===== src/rtl/dde_pkg.sv =====
// Package for the decimal digit emitter: payload structs, queue status struct
// and shared constants. No dependencies.

package dde_pkg;

    // Default number of decimal digits a number may be expanded to
    localparam int MAX_DIGITS_DEF = 15;

    // ASCII code of '0'
    localparam logic [5:0] ASCII_ZERO = 6'd48;

    // Divide by ten: q = (v * RECIP_TEN) >> RECIP_SHIFT, exact for 32-bit v
    localparam logic [31:0] RECIP_TEN   = 32'hCCCC_CCCD;
    localparam int          RECIP_SHIFT = 35;

    typedef struct packed {
        logic [31:0] number;
        logic [3:0]  digit_count;
        logic        suppress_leading;
    } t_in;

    typedef struct packed {
        logic [5:0] ascii_digit;
        logic       last;
    } t_out;

    // Status of the queue between conversion and emission
    typedef struct packed {
        logic full;
        logic empty;
    } t_q_stat;

endpackage


===== src/rtl/dde_fifo.sv =====
// Two-entry queue between digit conversion and digit emission.
// Depends on dde_pkg for the status struct.

module dde_fifo #(
    parameter int W = 8
) (
    input  logic             i_clk,
    input  logic             i_rst_n,
    input  logic             i_push,
    input  logic [W-1:0]     i_data,
    input  logic             i_pop,
    output logic [W-1:0]     o_data,
    output dde_pkg::t_q_stat o_stat
);

    logic [W-1:0] r_slot0;
    logic [W-1:0] r_slot1;
    logic         r_wr;
    logic         r_rd;
    logic [1:0]   r_cnt;

    always_ff @(posedge i_clk) begin
        if (!i_rst_n) begin
            r_wr  <= 1'b0;
            r_rd  <= 1'b0;
            r_cnt <= 2'd0;
        end else begin
            if (i_push) begin
                r_wr <= ~r_wr;
            end
            if (i_pop) begin
                r_rd <= ~r_rd;
            end
            r_cnt <= r_cnt + {1'b0, i_push} - {1'b0, i_pop};
        end
    end

    always_ff @(posedge i_clk) begin
        if (i_push && !r_wr) begin
            r_slot0 <= i_data;
        end
        if (i_push && r_wr) begin
            r_slot1 <= i_data;
        end
    end

    assign o_data       = r_rd ? r_slot1 : r_slot0;
    assign o_stat.full  = (r_cnt == 2'd2);
    assign o_stat.empty = (r_cnt == 2'd0);

`ifndef SYNTHESIS
    a_no_overflow: assert property (@(posedge i_clk) disable iff (!i_rst_n)
        i_push |-> (r_cnt != 2'd2))
        else $error("queue written while full");
    a_no_underflow: assert property (@(posedge i_clk) disable iff (!i_rst_n)
        i_pop |-> (r_cnt != 2'd0))
        else $error("queue read while empty");
`endif

endmodule


===== config.mk =====
export PLATFORM = sky130hd
export DESIGN_NAME = dde_fifo
export DESIGN_NICKNAME = d
export VERILOG_FILES = /design/src/rtl/dde_pkg.sv /design/src/rtl/dde_fifo.sv
export SDC_FILE = /design/constraint.sdc
export NUM_CORES = 1
export LEC_CHECK = 0
export BUFFER_PORTS_ARGS = -buffer_cell sky130_fd_sc_hd__buf_2
export CAP_MARGIN = 15
export CORE_UTILIZATION = 45
export DETAILED_ROUTE_END_ITERATION = 6
export GPL_ROUTABILITY_DRIVEN = 0
export HOLD_SLACK_MARGIN = 0.06
export PLACE_DENSITY = 0.71
export SYNTH_ARGS = -nofsm -noshare
export SYNTH_HDL_FRONTEND = slang
export SYNTH_SLANG_ARGS = --single-unit

===== constraint.sdc =====
create_clock -name i_clk -period 2.1 [get_ports i_clk]
set_input_delay 0.21 -clock i_clk [delete_from_list [all_inputs] [get_ports i_clk]]
set_output_delay 0.21 -clock i_clk [all_outputs]
set_load 0.005 [all_outputs]

; Yosys cells after proc, flatten, opt, wreduce, memory -nomap -nowiden
; Index checks and enable logic that the tools add are counted.
[word_totals]
regBits = 20
input_bits = 12
[op_classes]
n_addsub = 2
reduce_logical = 4
eq_ne = 1
bitwise = 2
n_mux = 1
[ops]
columns = op, n
row1 = 2-to-1 mux 8 bit, 1
row2 = adder 2 x 1 -> 2 bit, 1
row3 = == test 2 bit (second input constant), 1
row4 = logical AND 1 bit, 2
row5 = zero test 2 bit, 1
row6 = inverter 1 bit, 2
row7 = subtractor 2 x 1 -> 2 bit, 1
row8 = zero test 1 bit, 1

; Depth between registers and ports, before layout
[depth]
depth_word = 2
ltp_mapped = 6

; Worst setup path before layout
; Ideal clock, no wire load.
[synth_path]
path_type = reg-to-reg
from = reg r_cnt[0]
to = reg r_cnt[1]
stages_incl_launch_ff = 7
required_time_ns = 2.035
setup_time_ns = 0.065
t_arrival_ns = 1.245
n_path_buf = 0
setup_slack_ns = 0.790
path_cell_list = dfxtp_1 -> inv_1 -> ha_1 -> inv_1 -> ha_1 -> xnor3_1 -> nor2b_1
[synth_between]
elab_chain_cells = 2
[synth_lines]
columns = element, line_no
row1 = "start, declared", dde_fifo.sv:20  ; logic [1:0] r_cnt;
row2 = "start signal, assigned", dde_fifo.sv:34  ; r_cnt <= r_cnt + {1'b0, i_push} - {1'b0, i_pop};
row3 = adder 2 x 1 -> 2 bit, dde_fifo.sv:34
row4 = subtractor 2 x 1 -> 2 bit, dde_fifo.sv:34
; Every way passes these cells.
; A chain may end at the register's enable or synchronous reset.

; Worst setup path in the final report
[layout_path]
from = reg r_rd
to = out o_data[7]
[layout_between]
elab_chain_cells = 1
[layout_lines]
columns = element, line_no
row1 = "start, declared", dde_fifo.sv:19  ; logic r_rd;
row2 = "start signal, assigned", dde_fifo.sv:32  ; r_rd <= ~r_rd;
row3 = 2-to-1 mux 8 bit, dde_fifo.sv:47  ; assign o_data = r_rd ? r_slot1 : r_slot0;
row4 = "end, declared", dde_fifo.sv:12  ; output logic [W-1:0] o_data,
; Every way passes these cells.

==> flow_summary.ini <==
[synth]
syn_avg_cell_area_um2 = 17.66
synth_cells = 44
ys_warn_count = 0
seq_area_frac_synth = 0.7214
syn-num-nets = 58
synth_area_um2 = 777.0
ys_ff_latch = 20
ys_types = 12

[clock_tree]
postCtsResizedCells = 0
numCtsBuffers = 3
root_buffer = clkbuf_4
hold_buffers = 0
tritoncts = done
cts_setup_buffers = 0
clkSlewWorstSetupHoldPaths_ns = 0.10
cts_max_level = 1
cts.path.max_buffers = 2
clk_latency_ns = 0.29
cts_sinks = 20

[timing]
relSlewSlack = 0.7330
finalCritPeriodShare = 0.7511
tightestPinTransition_ns = 0.3999
rsz0062_at_grt = no
fin_setup_tns_ns = 0
fmaxAchievable_mhz = 634.0
hold_viol_final = 0
setup_viol = 0
fin_skew_ns = 0.008324
fin_crit_ns = 1.577
slew_violations = 0

[routing]
drcViolationCount = 2
drt_iter0_drc = 2
antenna_left = 0
post_drt_wl_per_cell_um = 11.49
firstDrtPassIters = 5
routed_wl_um = 977
via_per_inst = 4.847
highest_layer = met4
num_vias = 412
wl_met2_um = 489
wl_met1_um = 411
route.met3.wl_um = 47

[grt]
grt_max_degree = 12
grt_pass1_wl_mm = 1.504
grt.overflow.total = 0
grt_pass1_vias = 367
grt_util_all_layers = 0.1188
antenna_found_initial = 0

[floorplanning]
dieArea_um2 = 1897
core_um2 = 1559
die_h_um = 43.56
row_count = 14
ioPinCount = 22
die_w_um = 43.56
initial_utilization = 0.4984

[setup_path]
path_class = flip-flop to output port
cp_max_fo = 9
critPathLaunchType = flip-flop
cp.arrival_ns = 1.37
worstSetupEndpointType = output port
required_ns = 1.89

[pwr]
p_leak_nw = 0.3799
power_density_nw_per_um2 = 825.8
worst_ir_drop_vdd_mv = 0.4741
p_total_uw = 766.7

[placed_design]
hpwl_um = 697.8
port_buffers = 21

[worst_hold_path]
hp-class = input pin to flip-flop

[layout]
synthToLayoutAreaGrowth_pct = 19.48
final_net_count = 84
diodes = 0
drive_above_1_share = 0.4783

[outcome]
status = finished, violations left
violations = design-rule violations

[run]
cap_violations = 0
==> worst max-delay path, stage by stage, from the launching register on <==
cell and delay, ns:
dfxtp_1 0.57, mux2_2 0.38, buf_2 0.12
==> layout by cell type (no fill, tap or decap) <==
cell	count
and2_1	3
buf_2	21
buf_4	1
clkbuf_1	1
clkbuf_4	3
dfxtp_1	4
edfxtp_1	16
ha_1	2
inv_1	2
mux2_2	8
nor2_1	1
nor2b_1	4
o21a_1	1
xnor3_1	1
xor2_1	1
==> power breakdown <==
part	leakage, nW	internal (mW)	switching, mW
Sequential	0.183	0.457	0.0166
Combinational	0.181	0.0725	0.0409
Clock	0.0150	0.0739	0.106
Total	0.380	0.603	0.163
==> Yosys cell counts <==
library cell | instances | share of area
mux2_2 | 8 | 0.12
edfxtp_1 | 16 | 0.62
xnor3_1 | 1 | 0.029
and2_1 | 3 | 0.024
dfxtp_1 | 4 | 0.10
inv_1 | 2 | 0.0097
nor2b_1 | 4 | 0.032
nor2_1 | 1 | 0.0048
ha_1 | 2 | 0.032
xor2_1 | 1 | 0.011
o21a_1 | 1 | 0.0097
buf_4 | 1 | 0.0097
==> layer usage <==
layer | vias to the layer above | global-route usage
met5 | - | 0
met4 | 0 | 0.09375
met3 | 4 | 0.02500
met2 | 13 | 0.1910
met1 | 185 | 0.1369
li1 | 210 | -
==> state kept, by name, indices dropped and copies added (netlist names) <==
signal / flops
r_wr: 1
r_slot1: 8
r_rd: 1
r_slot0: 8
r_cnt: 2
==> per-stage QoR <==
stage / hold WS (ns) / utilization / area, um^2 / worst slack (ns) / cells
global placement: 0.3995 / 0.5787 / 902.1 / 0.7772 / 81
finish: 0.09430 / 0.5955 / 928.4 / 0.5228 / 85
floorplan: 0.3089 / - / 777.0 / 0.7897 / 44
global route: 0.08009 / 0.5955 / 928.4 / 0.4202 / 85
CTS: 0.08462 / 0.5955 / 928.4 / 0.4771 / 85
detailed placement: 0.4026 / 0.5787 / 902.1 / 0.7377 / 81
==> worst paths after layout <==
path | from | to | slack (ns) | cells past startpoint
setup / recovery | r_rd | o_data[7] | 0.52 | 2
hold / removal | i_data[5] | r_slot1[5] | 0.09 | 1
setup reg to reg | r_cnt[0] | r_cnt[1] | 0.73 | 6
hold reg to reg | r_wr | r_wr | 0.60 | 2
==> final cells by class <==
cell class	count	area, um^2
clock buffer	4	26.28
timing repair buffer	22	112.6
sequential	20	560.5
inverter	2	7.507
multi-input combinational	21	201.4
fill	116	630.6
tap	16	20.02
==> kinds of logic after synthesis <==
family / after synthesis / share of synthesized area
adder cells (fa/ha/maj): 2 / 0.03220
buffers and inverters: 3 / 0.01933
multiplexers: 8 / 0.1159
AND/OR/NAND/NOR: 8 / 0.06118
flip-flops: 20 / 0.7214
AO/OA/AOI/OAI: 1 / 0.009665
XOR/XNOR: 2 / 0.04026
(Power assumes the default switching activity.)
