### config.mk
export PLATFORM = sky130hd
export DESIGN_NAME = dde_back
export DESIGN_NICKNAME = d
export VERILOG_FILES = /design/src/rtl/dde_pkg.sv /design/src/rtl/dde_back.sv
export SDC_FILE = /design/constraint.sdc
export NUM_CORES = 1
export LEC_CHECK = 0
export BUFFER_PORTS_ARGS = -buffer_cell sky130_fd_sc_hd__buf_2
export CAP_MARGIN = 30
export CELL_PAD_IN_SITES_DETAIL_PLACEMENT = 1
export CELL_PAD_IN_SITES_GLOBAL_PLACEMENT = 1
export CORE_UTILIZATION = 43
export DETAILED_ROUTE_END_ITERATION = 12
export PLACE_DENSITY = 0.82
export RECOVER_POWER = 100
export SLEW_MARGIN = 20
export SYNTH_ARGS = -nofsm -noshare
export SYNTH_HDL_FRONTEND = slang
export SYNTH_SLANG_ARGS = --single-unit
### constraint.sdc
create_clock -name i_clk -period 5.1 [get_ports i_clk]
set_input_delay 1.02 -clock i_clk [delete_from_list [all_inputs] [get_ports i_clk]]
set_output_delay 1.02 -clock i_clk [all_outputs]
set_load 0.005 [all_outputs]
### src/rtl/dde_pkg.sv
// Package for the decimal digit emitter: payload structs, queue status struct
// and shared constants. No dependencies.

package dde_pkg;

    // Default number of decimal digits a number may be expanded to
    localparam int MAX_DIGITS_DEF = 15;

    // ASCII code of '0'
    localparam logic [5:0] ASCII_ZERO = 6'd48;

    // Divide by ten: q = (v * RECIP_TEN) >> RECIP_SHIFT, exact for 32-bit v
    localparam logic [31:0] RECIP_TEN   = 32'hCCCC_CCCD;
    localparam int          RECIP_SHIFT = 35;

    typedef struct packed {
        logic [31:0] number;
        logic [3:0]  digit_count;
        logic        suppress_leading;
    } t_in;

    typedef struct packed {
        logic [5:0] ascii_digit;
        logic       last;
    } t_out;

    // Status of the queue between conversion and emission
    typedef struct packed {
        logic full;
        logic empty;
    } t_q_stat;

endpackage

### src/rtl/dde_back.sv
// Back end of the decimal digit emitter: walks the stored digits most
// significant first, drops leading zeros on request, emits ASCII. Uses dde_pkg.

module dde_back #(
    parameter int MAX_DIGITS = dde_pkg::MAX_DIGITS_DEF,
    localparam int CW = $clog2(MAX_DIGITS + 1),
    localparam int IW = (MAX_DIGITS > 1) ? $clog2(MAX_DIGITS) : 1,
    localparam int EW = MAX_DIGITS * 4 + CW + 1
) (
    input  logic             i_clk,
    input  logic             i_rst_n,
    input  dde_pkg::t_q_stat i_q_stat,
    input  logic [EW-1:0]    i_entry,
    output logic             o_pop,
    output logic             o_strobe,
    output dde_pkg::t_out    o_result
);

    typedef enum logic [1:0] {
        B_IDLE = 2'b01,
        B_RUN  = 2'b10
    } t_bstate;

    t_bstate                     r_state;
    logic [MAX_DIGITS-1:0][3:0]  r_digs;
    logic [IW-1:0]               r_idx;
    logic                        r_sup;
    logic                        r_started;
    logic                        r_strobe;
    dde_pkg::t_out               r_out;

    logic [MAX_DIGITS-1:0][3:0]  w_e_digs;
    logic [CW-1:0]               w_e_cnt;
    logic                        w_e_sup;
    logic [3:0]                  w_dig;
    logic                        w_emit;

    assign {w_e_digs, w_e_cnt, w_e_sup} = i_entry;

    assign o_pop  = (r_state == B_IDLE) && !i_q_stat.empty;
    assign w_dig  = r_digs[r_idx];
    assign w_emit = (r_state == B_RUN) && !(r_sup && !r_started && (w_dig == 4'd0));

    always_ff @(posedge i_clk) begin
        if (!i_rst_n) begin
            r_state  <= B_IDLE;
            r_strobe <= 1'b0;
        end else begin
            r_strobe <= w_emit;
            unique case (r_state)
                B_IDLE: begin
                    if (o_pop) begin
                        r_state <= B_RUN;
                    end
                end
                B_RUN: begin
                    if (r_idx == '0) begin
                        r_state <= B_IDLE;
                    end
                end
                default: r_state <= B_IDLE;
            endcase
        end
    end

    always_ff @(posedge i_clk) begin
        if (o_pop) begin
            // queue entries always hold at least one digit
            r_digs    <= w_e_digs;
            r_idx     <= IW'(w_e_cnt - CW'(1));
            r_sup     <= w_e_sup;
            r_started <= 1'b0;
        end else if (r_state == B_RUN) begin
            r_idx <= r_idx - IW'(1);
            if (w_emit) begin
                r_started <= 1'b1;
            end
        end
        if (w_emit) begin
            r_out.ascii_digit <= dde_pkg::ASCII_ZERO + {2'd0, w_dig};
            r_out.last        <= (r_idx == '0);
        end
    end

    assign o_strobe = r_strobe;
    assign o_result = r_out;

`ifndef SYNTHESIS
    a_digit_range: assert property (@(posedge i_clk) disable iff (!i_rst_n)
        r_strobe |-> (r_out.ascii_digit >= 6'd48) && (r_out.ascii_digit <= 6'd57))
        else $error("emitted code is not a decimal digit");
    a_run_holds: assert property (@(posedge i_clk) disable iff (!i_rst_n)
        ((r_state == B_RUN) && (r_idx != '0)) |=> (r_state == B_RUN))
        else $error("digit run ended early");
    a_last_ends_run: assert property (@(posedge i_clk) disable iff (!i_rst_n)
        (w_emit && (r_idx == '0)) |=> (r_state == B_IDLE))
        else $error("final digit emitted but run continues");
`endif

endmodule

# --- Word-level counts from Yosys, hierarchy flattened ---
# Index checks and enable logic that the tools add are counted.
totals:
  reg_bits: 76
  wordCells: 49
op_classes:
  n_eq_ne: 4
  n_addsub: 3
  n_mux: 7
  order_cmp: 1
  reduce_logical: 12
op_table:
  columns: ["op", "count"]
  rows:
  - ["binary-select mux 4 bit (select 4 bit)", 1]
  - ["two-way mux 4 bit", 3]
  - ["logical NOT 4 bit", 2]
  - ["subtractor 4 x 1 -> 4 bit, second input constant", 2]
  - ["adder 5 x 5 -> 6 bit, first input constant", 1]
  - ["< comparator 4 x 5 -> 1 bit, second input constant", 1]
  - ["logical AND 1 bit", 4]
  - ["two-way mux 2 bit", 2]
  - ["inequality test 2 bit, second input constant", 2]
  - ["one-hot mux 2 bit (2 select lines)", 1]
  - ["AND reduction 2 bit", 2]
  - ["logical NOT 1 bit", 3]
  - ["== test 2 x 1 -> 1 bit, second input constant", 1]
  - ["== test 2 bit, second input constant", 1]
  - ["nonzero test 2 bit", 1]

# --- Depth between registers and ports, before layout ---
# Gate-level depths: netlist of run 1.
logic_depth:
  depth_word: 7
  ltp_mapped: 8
  ltp_nobuf: 5

# --- Least setup slack after synthesis of run 1 ---
# Ideal clock, no wire load.
synth_timing:
  path_type: "input -> register"
  start: "input port i_q_stat[0] (netlist bit)"
  end: "register r_idx[2], data pin"
  t_arrival_ns: 3.948
  t_required_ns: 4.835
  setup_slack_ns: 0.887
  path_buffers: 1
  cell_stages: 5
  setup_time_ns: 0.265
  path_cell_list: "nor3b_1 clkbuf_1 mux2i_1 ha_1 xnor2_1"
synth_via:
  elab_chain_cells: 3
synth_lines:
  columns: ["item", "line", "source"]
  rows:
  - ["from (decl)", "dde_back.sv:12", "input dde_pkg::t_q_stat i_q_stat,"]
  - ["logical NOT 1 bit", "dde_back.sv:40", "assign o_pop = (r_state == B_IDLE) && !i_q_stat.empty;"]
  - ["logical AND 1 bit", "dde_back.sv:40", null]
  - ["net o_pop", "dde_back.sv:14", "output logic o_pop,"]
  - ["two-way mux 4 bit", "dde_back.sv:67", "if (o_pop) begin"]
  - ["to (signal assigned)", "dde_back.sv:70", "r_idx <= IW'(w_e_cnt - CW'(1));"]
  - ["to (signal assigned)", "dde_back.sv:74", "r_idx <= r_idx - IW'(1);"]
  - ["to (decl)", "dde_back.sv:26", "logic [IW-1:0] r_idx;"]
# The timed path passes the listed nets, and every way through them passes these cells.
# A chain may end at the register's enable or synchronous reset.

# --- Final worst setup path of run 1 ---
layout_timing:
  start: "input port i_q_stat[0] (netlist bit)"
  end: "register r_idx[2], data pin"
layout_via:
  elab_chain_cells: 3
layout_lines:
  columns: ["item", "line"]
  rows:
  - ["logical NOT 1 bit", "dde_back.sv:40"]
  - ["logical AND 1 bit", "dde_back.sv:40"]
  - ["two-way mux 4 bit", "dde_back.sv:67"]
# No other way between the ends.

==> metrics.md, run 1 <==
| Metric | Value |
|---|---|
| GRT Residual Overflow | `0` |
| Seq cells post-synth | `74` |
| FILL cells | `between 600 and 700` |
| Die ar. | `~0.0073 mm2` |
| Core area | `0.00676 mm2` |
| Worst EP required | `between 5 and 6 ns` |
| Most frequent cells in the layout | `70 x edfxtp_1, 68 x buf_2, 15 x mux2i_1` |
| Worst min-delay path class | `reg -> reg` |
| Fin crit period | `3.38 ns` |
| Setup WS pre-CTS | `between 2 and 2.5 ns` |
| GRT Overall Usage | `0.181` |
| Clock tree sinks | `74` |
| Status | `finished with violations` |
| I/O pin count | `between 70 and 80` |
| Final worst path period share | `0.662` |
| Finished Layout Cells | `between 300 and 400` |
| Initial DRC Count | `between 100 and 150` |
| # Post-CTS Setup Buffers | `0` |
| Antenna violations before repair | `0` |
| Synthesized area | `approximately 0.0030 mm2` |
| Final worst slack | `1.72 ns` |
| Final Hold Vio Count | `0` |
| Max Slew Vio Count | `just under 70` |
| Routed WL per cell | `between 15 and 20 um` |
| Antenna Nets Post-Route | `0` |
| Ys Warns | `0` |
| First-pass GRT wire length | `~9600 um` |
| Placed inst area | `0.00340 mm2` |
| Layout cell share with drive strength beyond 1 | `0.383` |
| RSZ-0062 raised after global routing | `false` |
| Critical path arrival | `3.46 ns` |
| Slew @ Worst Pin | `about 1.7 ns` |
| Setup CP Type | `in -> reg` |
| Final setup fails | `0` |
| Setup Skew | `approximately 0.0075 ns` |
| Pwr dens | `~400 mW/mm2` |
| Chip Width | `~85 um` |
| Violated checks | `max-capacitance violations, max-slew violations` |
| Core Rows | `30` |
| Fin nets | `roughly 300` |
| Seq/Total Area, Yosys | `0.729` |
| Buffers on Ports | `74` |
| CP Capture Type | `register` |
| Yosys cell types | `41` |
| Post-CTS Hold Buffers | `0` |
| Max FO, Critical Path | `a little under 70` |
| Commonest non-fill, non-tap cell in the layout | `edfxtp_1` |
| CTS tree | `built` |
| Vias in the first global route | `about 1.9k` |
| Top post-synthesis cells by area | `edfxtp_1 70%, mux2i_1 5.0%, mux4_2 3.8%` |
| Vias after detailed routing | `1678` |
| Root Buffer Master | `clkbuf_8` |
| Die Y | `approximately 85 um` |
| Reg clk slew, reported paths | `about 0.070 ns` |
| Final std cell area, no fill | `between 0.003 and 0.004 mm2` |
| Clk_lat worst skew | `roughly 0.34 ns` |
| Mapped Cells | `between 150 and 200` |
| Worst-case clock buffer depth | `2` |
| Area Overhead vs Synth | `20.5%` |
| Mean Syn Cell Area | `between 15 and 20 um2` |
| CTS buffer count | `9` |
| CP Launch Type | `input port` |
| Largest net degree at the start of global routing | `69` |
| Setup TNS | `0 ns` |
| Final core utilization | `0.534` |
| Top-area cell type share of the netlist area | `0.703` |
| Leakage | `about 1.4 nW` |
| Final WL | `6000 um` |
| Initial Util | `0.443` |
| Max IR drop VDD | `~0.00029 V` |
| Post-DP HPWL | `roughly 4200 um` |
| Number of gates resized after cts | `0` |
| ANT cells | `0` |
| Placed instance count | `between 300 and 400` |
| Via density | `between 5 and 6` |
| Max cap viols | `1` |
| Drt drc | `0` |
| Routability congestion estimate | `~0.70` |
| Peak Freq | `just under 300 MHz` |
| Max_slew headroom | `-0.131` |
| Synth area leader | `edfxtp_1` |
| DR pass1 iterations | `4` |
| H-tree Lvls | `3` |
## final cells by class
type | count | area (um2) | share of cell area
sequential | 74 | 2180 | 0.605
tap | 80 | 100 | 0.0278
clock buffer | 10 | 128 | 0.0354
multi-input combinational | 74 | 708 | 0.196
clock inverter | 6 | 105 | 0.0291
timing repair buffer | 76 | 372 | 0.103
inverter | 3 | 11.3 | 0.00312
## where the power goes
group / switching, mW / leakage, nW / internal, mW / total [mW]
clock: 0.206 / 0.120 / 0.323 / 0.529
combinational: 0.0846 / 0.569 / 0.0865 / 0.171
sequential: 0.0356 / 0.696 / 0.723 / 0.759
## logic make-up after synthesis
kind of cell | Yosys count | share of synthesized area
DFF | 74 | 0.729
other | 1 | 0.00125
AOI/OAI and AO/OA | 18 | 0.0485
and+or+nand+nor | 25 | 0.0468
muxes | 26 | 0.130
adders and majority gates | 1 | 0.00418
buffers and inverters | 14 | 0.0335
xor gates and xnor gates | 2 | 0.00586
## state kept, by name, summed over array words and instances (netlist names)
| name | flops |
|---|---|
| o_result | 5 |
| o_strobe | 1 |
| r_digs | 60 |
| r_idx | 4 |
| r_started | 1 |
| r_state | 2 |
| r_sup | 1 |
## per-stage QoR
stage	hold slack [ns]	total power [mW]
after detailed placement	0.505	0.946
after CTS	0.550	1.47
after floorplan	0.478	0.893
after global routing	0.580	1.52
final	0.550	1.46
after global placement	0.497	0.936
## synth_stat cells
cell type / n
mux2i_1: 15
mux4_2: 5
inv_1: 3
a31o_1: 1
xnor2_1: 1
o2111a_1: 1
o311ai_1: 1
nand3b_1: 4
clkbuf_4: 1
a22oi_1: 2
nor4_1: 1
o211ai_1: 2
buf_4: 2
o211a_1: 1
dfxtp_1: 4
clkbuf_1: 1
a221oi_2: 1
o22ai_1: 1
buf_6: 2
conb_1: 1
mux4_1: 4
nor3_2: 1
nand2_1: 3
nor2_1: 6
mux2_2: 2
ha_1: 1
nand3_1: 1
xor2_1: 1
nor3_1: 2
nor2b_1: 2
buf_12: 1
a21o_1: 1
a211oi_2: 1
a211oi_1: 1
edfxtp_1: 70
nor3b_1: 1
clkbuf_2: 1
nand2b_1: 4
buf_2: 3
a21oi_1: 4
o21a_1: 1
## layer usage
metal	routed length (um)	track usage
met4	101	0.0955
met5	0	0
met2	3310	0.317
met1	2330	0.208
met3	253	0.0409
## worst max-delay path, stage by stage
cell	delay (ns)
clkbuf_1	0.08
nor3b_1	0.29
clkbuf_2	1.30
mux2i_1	0.33
ha_1	0.32
xnor2_1	0.12
## path summary, 6_finish.rpt
| check | startpoint | to | slack, ns | cells after the start |
|---|---|---|---|---|
| hold / removal | r_state[0] | o_strobe | 0.55 | 3 |
| setup / recovery | i_q_stat[0] | r_idx[2] | 1.72 | 6 |
| hold reg to reg | r_state[0] | o_strobe | 0.55 | 3 |
| setup reg to reg | r_idx[1] | o_result[3] | 1.81 | 6 |
No activity file was read; power rests on OpenSTA's default activity.
==> run 2: changes to the inputs <==
--- a/config.mk
+++ b/config.mk
@@ -5,13 +5,14 @@
 export SDC_FILE = /design/constraint.sdc
 export NUM_CORES = 1
 export LEC_CHECK = 0
+export ABC_AREA = 1
 export BUFFER_PORTS_ARGS = -buffer_cell sky130_fd_sc_hd__buf_2
 export CAP_MARGIN = 30
 export CELL_PAD_IN_SITES_DETAIL_PLACEMENT = 1
 export CELL_PAD_IN_SITES_GLOBAL_PLACEMENT = 1
-export CORE_UTILIZATION = 43
+export CORE_UTILIZATION = 37
 export DETAILED_ROUTE_END_ITERATION = 12
-export PLACE_DENSITY = 0.82
+export PLACE_DENSITY = 0.79
 export RECOVER_POWER = 100
 export SLEW_MARGIN = 20
 export SYNTH_ARGS = -nofsm -noshare
==> constraint.sdc (replaced) <==
create_clock -name i_clk -period 3.04 [get_ports i_clk]
set_input_delay 0.608 -clock i_clk [delete_from_list [all_inputs] [get_ports i_clk]]
set_output_delay 0.608 -clock i_clk [all_outputs]
set_load 0.005 [all_outputs]
==> metrics.md, run 2 <==
| Metric | Value |
|---|---|
| Post-synthesis simple-gate area fraction | `0.185` |
| CTS tree | `built` |
| Max_slew headroom | `0.131` |
| Final setup fails | `0` |
| Number of gates resized after cts | `0` |
| Final Hold Vio Count | `0` |
| Largest register FFs | `60` |
| Max FO, Critical Path | `18` |
| DR pass1 iterations | `4` |
| FF-to-FF path depth | `9` |
| Clock tree sinks | `74` |
| CP Cell Sequence | `inv_4 > nand3_1 > nand3_1 > nand2_1 > nor2_2 > nor2_1 > nand3_2 > nand2_1 > inv_1` |
| Pwr dens | `~640 mW/mm2` |
| H-tree Lvls | `3` |
| GRT Overall Usage | `0.172` |
| Synth Area in Compound Gates | `0.0221` |
| Buffer and inverter count on the worst path | `2` |
| Peak Freq | `about 430 MHz` |
| Setup WS pre-CTS | `0.832 ns` |
| Largest stage delay, worst path | `between 0.8 and 0.9 ns` |
| Chip Width | `between 90 and 100 um` |
| Critical path arrival | `2.39 ns` |
| First-pass GRT wire length | `between 10000 and 15000 um` |
| Most frequent cell after synthesis | `nand2_1` |
| Vias after detailed routing | `approximately 2.2k` |
| Post-synthesis adder-cell area fraction | `0.00395` |
| CP Launch Type | `register` |
| Reg clk slew, reported paths | `roughly 0.08 ns` |
| Top-area cell type share of the netlist area | `0.664` |
| Most frequent cells in the layout | `81 x nand2_1, 70 x buf_2, 70 x edfxtp_1` |
| Die ar. | `slightly below 0.009 mm2` |
| Final worst slack | `~0.73 ns` |
| Synth Flop Type | `edfxtp_1` |
| Seq cells post-synth | `74` |
| Synth top cells by count | `79 x nand2_1, 70 x edfxtp_1, 48 x inv_1` |
| Vias in the first global route | `between 2k and 2.5k` |
| I/O pin count | `78` |
| Largest family of logic cells by synthesized area | `simple AND/OR/NAND/NOR gates` |
| R2r startpoint | `r_idx[1]` |
| Ys Warns | `0` |
| Post-DP HPWL | `between 4000 and 5000 um` |
| Final WL | `around 6900 um` |
| Async set-or-reset flop fraction in the synthesized netlist | `0` |
| Setup Skew | `around 0.0083 ns` |
| Yosys cell types | `25` |
| ANT cells | `0` |
| Most flops, register | `r_digs` |
| Slew @ Worst Pin | `~1.3 ns` |
| EDFF count, synth | `70` |
| Post-CTS Hold Buffers | `0` |
| Leakage | `~1.7 nW` |
| Die Y | `~94 um` |
| Setup TNS | `0 ns` |
| Largest delay share family, worst path | `simple AND/OR/NAND/NOR gates` |
| Fin nets | `approximately 440` |
| Max cap viols | `0` |
| Routability congestion estimate | `roughly 0.76` |
| Worst Setup SP | `r_idx[1]` |
| Buffers on Ports | `74` |
| CP Capture Type | `register` |
| Cells on Worst Hold Path | `1` |
| Status | `completed` |
| Core Rows | `33` |
| Max Slew Vio Count | `0` |
| RSZ-0062 raised after global routing | `false` |
| Mean Syn Cell Area | `between 10 and 15 um2` |
| Root Buffer Master | `clkbuf_8` |
| Routed WL per cell | `~14 um` |
| Worst EP required | `3.13 ns` |
| Layout cell share with drive strength beyond 1 | `0.263` |
| Worst min-delay path class | `in -> reg` |
| Commonest non-fill, non-tap cell in the layout | `nand2_1` |
| Drt drc | `0` |
| HP Start | `i_entry[41]` |
| Fin crit period | `~2.3 ns` |
| Largest net degree at the start of global routing | `40` |
| GRT Residual Overflow | `0` |
| Mapped Cells | `289` |
| Post-Synth XOR/XNOR Area | `0.00553` |
| Antenna Nets Post-Route | `0` |
| Via density | `roughly 4.6` |
| Synthesized area | `around 0.0032 mm2` |
| Initial Util | `0.383` |
| Area Overhead vs Synth | `19.9%` |
| Initial DRC Count | `58` |
| Clk_lat worst skew | `0.34 ns` |
| Worst-case clock buffer depth | `2` |
| CTS buffer count | `9` |
| Max IR drop VDD | `approximately 0.00036 V` |
| Worst path depth | `9` |
| Setup CP Type | `reg -> reg` |
| Antenna violations before repair | `0` |
| FILL cells | `around 960` |
| # Post-CTS Setup Buffers | `0` |
| Max stage delay cell, worst path | `edfxtp_1` |
| Mux contribution to synthesized area | `0.00316` |
| Final worst path period share | `0.758` |
| Core area | `between 0.008 and 0.009 mm2` |
| Synth area leader | `edfxtp_1` |
| Seq/Total Area, Yosys | `0.689` |
| Top post-synthesis cells by area | `edfxtp_1 66%, nand2_1 9.4%, inv_1 5.7%` |
## run 2: path summary, 6_finish.rpt
check / slack, ns / to
max reg2reg: 0.73 / o_result[4]
min reg2reg: 0.48 / r_started
max: 0.73 / o_result[4]
min: 0.43 / r_digs[36]
## run 2: per-layer routing
layer	part of all wire	global-route usage	vias to the layer above
met1	0.41	0.185	1029
met2	0.53	0.318	52
met5	0	0	-
li1	-	-	1088
met3	0.037	0.0411	11
met4	0.023	0.0783	0
## run 2: logic make-up (layout without fill, tap and decap cells)
family	Yosys count	count (layout)
mux	1	1
fa+ha+maj	1	1
simple gates	136	136
buf+inv	61	143
xor+xnor	2	2
flops	74	74
compound gates	13	13
other cells	1	2
## run 2: stage by stage
stage | util | hold slack (ns) | std cells | power (mW) | cell area [um2]
2_1_floorplan | - | 0.445 | 290 | 1.50 | 3170
3_3_place_gp | 0.436 | 0.455 | 461 | 1.60 | 3600
3_5_place_dp | 0.436 | 0.473 | 461 | 1.62 | 3600
4_1_cts | 0.462 | 0.418 | 477 | 2.45 | 3820
5_1_grt | 0.460 | 0.404 | 477 | 2.53 | 3800
6_report | 0.460 | 0.432 | 477 | 2.41 | 3800
## run 2: area by class of cell
class	count	area (um2)	area share
well taps	105	131	0.0346
repair buffers	77	382	0.101
flip-flops and latches	74	2180	0.575
multi-input cells	155	693	0.183
inverters	50	190	0.0501
clock buffers	9	124	0.0326
clock inverters	7	93.8	0.0247
## run 2: power breakdown
part | switching [mW] | total (mW) | internal [mW] | leakage (nW)
combinational | 0.214 | 0.330 | 0.116 | 0.905
clock | 0.371 | 0.831 | 0.460 | 0.105
sequential | 0.0413 | 1.25 | 1.21 | 0.698
==> run 3: changes to the inputs <==
--- a/config.mk
+++ b/config.mk
@@ -10,9 +10,9 @@
 export CAP_MARGIN = 30
 export CELL_PAD_IN_SITES_DETAIL_PLACEMENT = 1
 export CELL_PAD_IN_SITES_GLOBAL_PLACEMENT = 1
-export CORE_UTILIZATION = 37
+export CORE_UTILIZATION = 41
 export DETAILED_ROUTE_END_ITERATION = 12
-export PLACE_DENSITY = 0.79
+export PLACE_DENSITY = 0.83
 export RECOVER_POWER = 100
 export SLEW_MARGIN = 20
 export SYNTH_ARGS = -nofsm -noshare
==> constraint.sdc (replaced) <==
create_clock -name i_clk -period 2.4 [get_ports i_clk]
set_input_delay 0.48 -clock i_clk [delete_from_list [all_inputs] [get_ports i_clk]]
set_output_delay 0.48 -clock i_clk [all_outputs]
set_load 0.005 [all_outputs]
==> metrics.md, run 3 (synthesis gave the netlist of run 2 again) <==
| Metric | Value |
|---|---|
| Clk_lat worst skew | `about 0.35 ns` |
| Routability congestion estimate | `0.804` |
| Root Buffer Master | `clkbuf_8` |
| Vias in the first global route | `about 2.4k` |
| Layout cell share with drive strength beyond 1 | `0.277` |
| R2r setup slk | `between 0.3 and 0.4 ns` |
| Fin crit period | `between 2 and 2.5 ns` |
| Initial Util | `0.430` |
| Hold EP | `r_digs[10]` |
| Final Hold Vio Count | `0` |
| Placed inst area | `between 0.003 and 0.004 mm2` |
| RSZ-0062 raised after global routing | `false` |
| H-tree Lvls | `3` |
| First-pass GRT wire length | `roughly 11000 um` |
| Final Power | `3.08 mW` |
| Sequential power share | `0.512` |
| Cells on Worst Hold Path | `1` |
| Peak Freq | `488 MHz` |
| Core area | `roughly 0.0074 mm2` |
| Most flops, register | `r_digs` |
| Largest register FFs | `60` |
| I/O pin count | `78` |
| Setup Skew | `0.00998 ns` |
| Max FO, Critical Path | `20` |
| Commonest non-fill, non-tap cell in the layout | `nand2_1` |
| Largest net degree at the start of global routing | `37` |
| Fin nets | `441` |
| Max cap viols | `0` |
| R2r startpoint | `r_idx[0]` |
| Final setup fails | `0` |
| Buffer and inverter count on the worst path | `3` |
| Largest stage delay, worst path | `just over 0.4 ns` |
| Post-DP HPWL | `4970 um` |
| Routed WL per cell | `14.1 um` |
| DR pass1 iterations | `4` |
| CP Cell Sequence | `inv_2 > buf_4 > nand2_1 > nand3_1 > nand3_1 > nand2_1 > nor2_2 > nor2_1 > nand3_2 > nand2_2 > inv_1` |
| Net Sw Frac | `0.260` |
| Sw Pwr | `0.802 mW` |
| Critical path arrival | `between 2 and 2.5 ns` |
| R2r endpoint | `o_result[1]` |
| Antenna Nets Post-Route | `0` |
| GRT Residual Overflow | `0` |
| Area Overhead vs Synth | `20.9%` |
| Met2 wire length | `around 3600 um` |
| Final std cell area, no fill | `0.00383 mm2` |
| Worst-case clock buffer depth | `2` |
| Post-CTS Hold Buffers | `0` |
| Number of gates resized after cts | `0` |
| Die Y | `approximately 90 um` |
| Most frequent cells in the layout | `79 x nand2_1, 70 x buf_2, 70 x edfxtp_1` |
| CTS tree | `built` |
| Leakage | `between 1.5 and 2 nW` |
| CP Capture Type | `register` |
| Slew @ Worst Pin | `between 0.8 and 0.9 ns` |
| Reg clk slew, reported paths | `around 0.080 ns` |
| Internal Power | `~2.3 mW` |
| ANT cells | `0` |
| Setup TNS | `0 ns` |
| Setup CP Type | `reg -> reg` |
| Initial DRC Count | `81` |
| GRT Overall Usage | `0.182` |
| Max IR drop VDD | `0.000449 V` |
| Clock Power Share | `0.347` |
| WL met3 | `between 200 and 300 um` |
| Final WL | `6680 um` |
| Final worst path period share | `0.854` |
| CP Launch Type | `register` |
| CTS buffer count | `9` |
| Placed instance count | `459` |
| Via density | `roughly 4.6` |
| Max Slew Vio Count | `0` |
| Max layer used | `met4` |
| Clock tree sinks | `74` |
| HP Start | `i_entry[15]` |
| Pwr dens | `roughly 800 mW/mm2` |
| Antenna violations before repair | `0` |
| Max_slew headroom | `0.424` |
| Buffers on Ports | `74` |
| Core Rows | `31` |
| Status | `completed` |
| FF-to-FF path depth | `11` |
| Hold WS | `between 0.2 and 0.3 ns` |
| Chip Width | `roughly 90 um` |
| Worst min-delay path class | `in -> reg` |
| Worst EP required | `approximately 2.5 ns` |
| Gate power share | `0.141` |
| Die ar. | `around 0.008 mm2` |
| # Post-CTS Setup Buffers | `0` |
| Vias after detailed routing | `2206` |
| Met1 Wirelength | `around 2700 um` |
| Drt drc | `0` |
| Finished Layout Cells | `475` |
| Max stage delay cell, worst path | `edfxtp_1` |
| Largest delay share family, worst path | `simple AND/OR/NAND/NOR gates` |
## run 3: power groups by stage
stage	registers, mW	clock network, mW	logic (mW)
finish	1.58	1.07	0.433
global route	1.59	1.14	0.497
CTS	1.58	1.10	0.453
detailed placement	1.61	0	0.451
global placement	1.60	0	0.428
floorplan	1.59	0	0.317
## run 3: worst register-to-register path, cell delays in order (launching register included)
cell and delay [ns]:
edfxtp_1 0.41, inv_2 0.29, buf_4 0.23, nand2_1 0.06
nand3_1 0.07, nand3_1 0.07, nand2_1 0.09, nor2_2 0.04
nor2_1 0.24, nand3_2 0.11, nand2_2 0.09, inv_1 0.10
## run 3: area by class of cell
class | count | area [um2]
fill | 853 | 3540
sequential | 74 | 2180
multi-input combinational | 155 | 697
timing repair buffer | 81 | 408
inverter | 50 | 191
clock buffer | 9 | 124
tap | 99 | 124
clock inverter | 7 | 101
## run 3: worst max-delay path by stage
| stage | from | to | slack (ns) | depth (start not counted) |
|---|---|---|---|---|
| finish | r_idx[0] | o_result[1] | 0.35 | 11 |
| global route | r_idx[0] | o_result[1] | 0.15 | 11 |
| CTS | r_idx[0] | o_result[4] | 0.38 | 11 |
| detailed placement | r_idx[0] | o_result[4] | 0.39 | 10 |
| global placement | r_idx[0] | o_result[4] | 0.44 | 11 |
| floorplan | i_q_stat[0] | r_digs[0] | 0.28 | 3 |
## run 3: through the flow
| stage | worst slack, ns | util |
|---|---|---|
| after floorplan | 0.278 | - |
| after global placement | 0.444 | 0.492 |
| after detailed placement | 0.395 | 0.492 |
| after CTS | 0.380 | 0.523 |
| after global routing | 0.146 | 0.519 |
| final | 0.351 | 0.519 |
## run 3: metal layers
layer  vias up  track usage
li1       1097            -
met1      1043        0.208
met2        54        0.329
met3        12       0.0440
met4         0       0.0712
met5         -            0
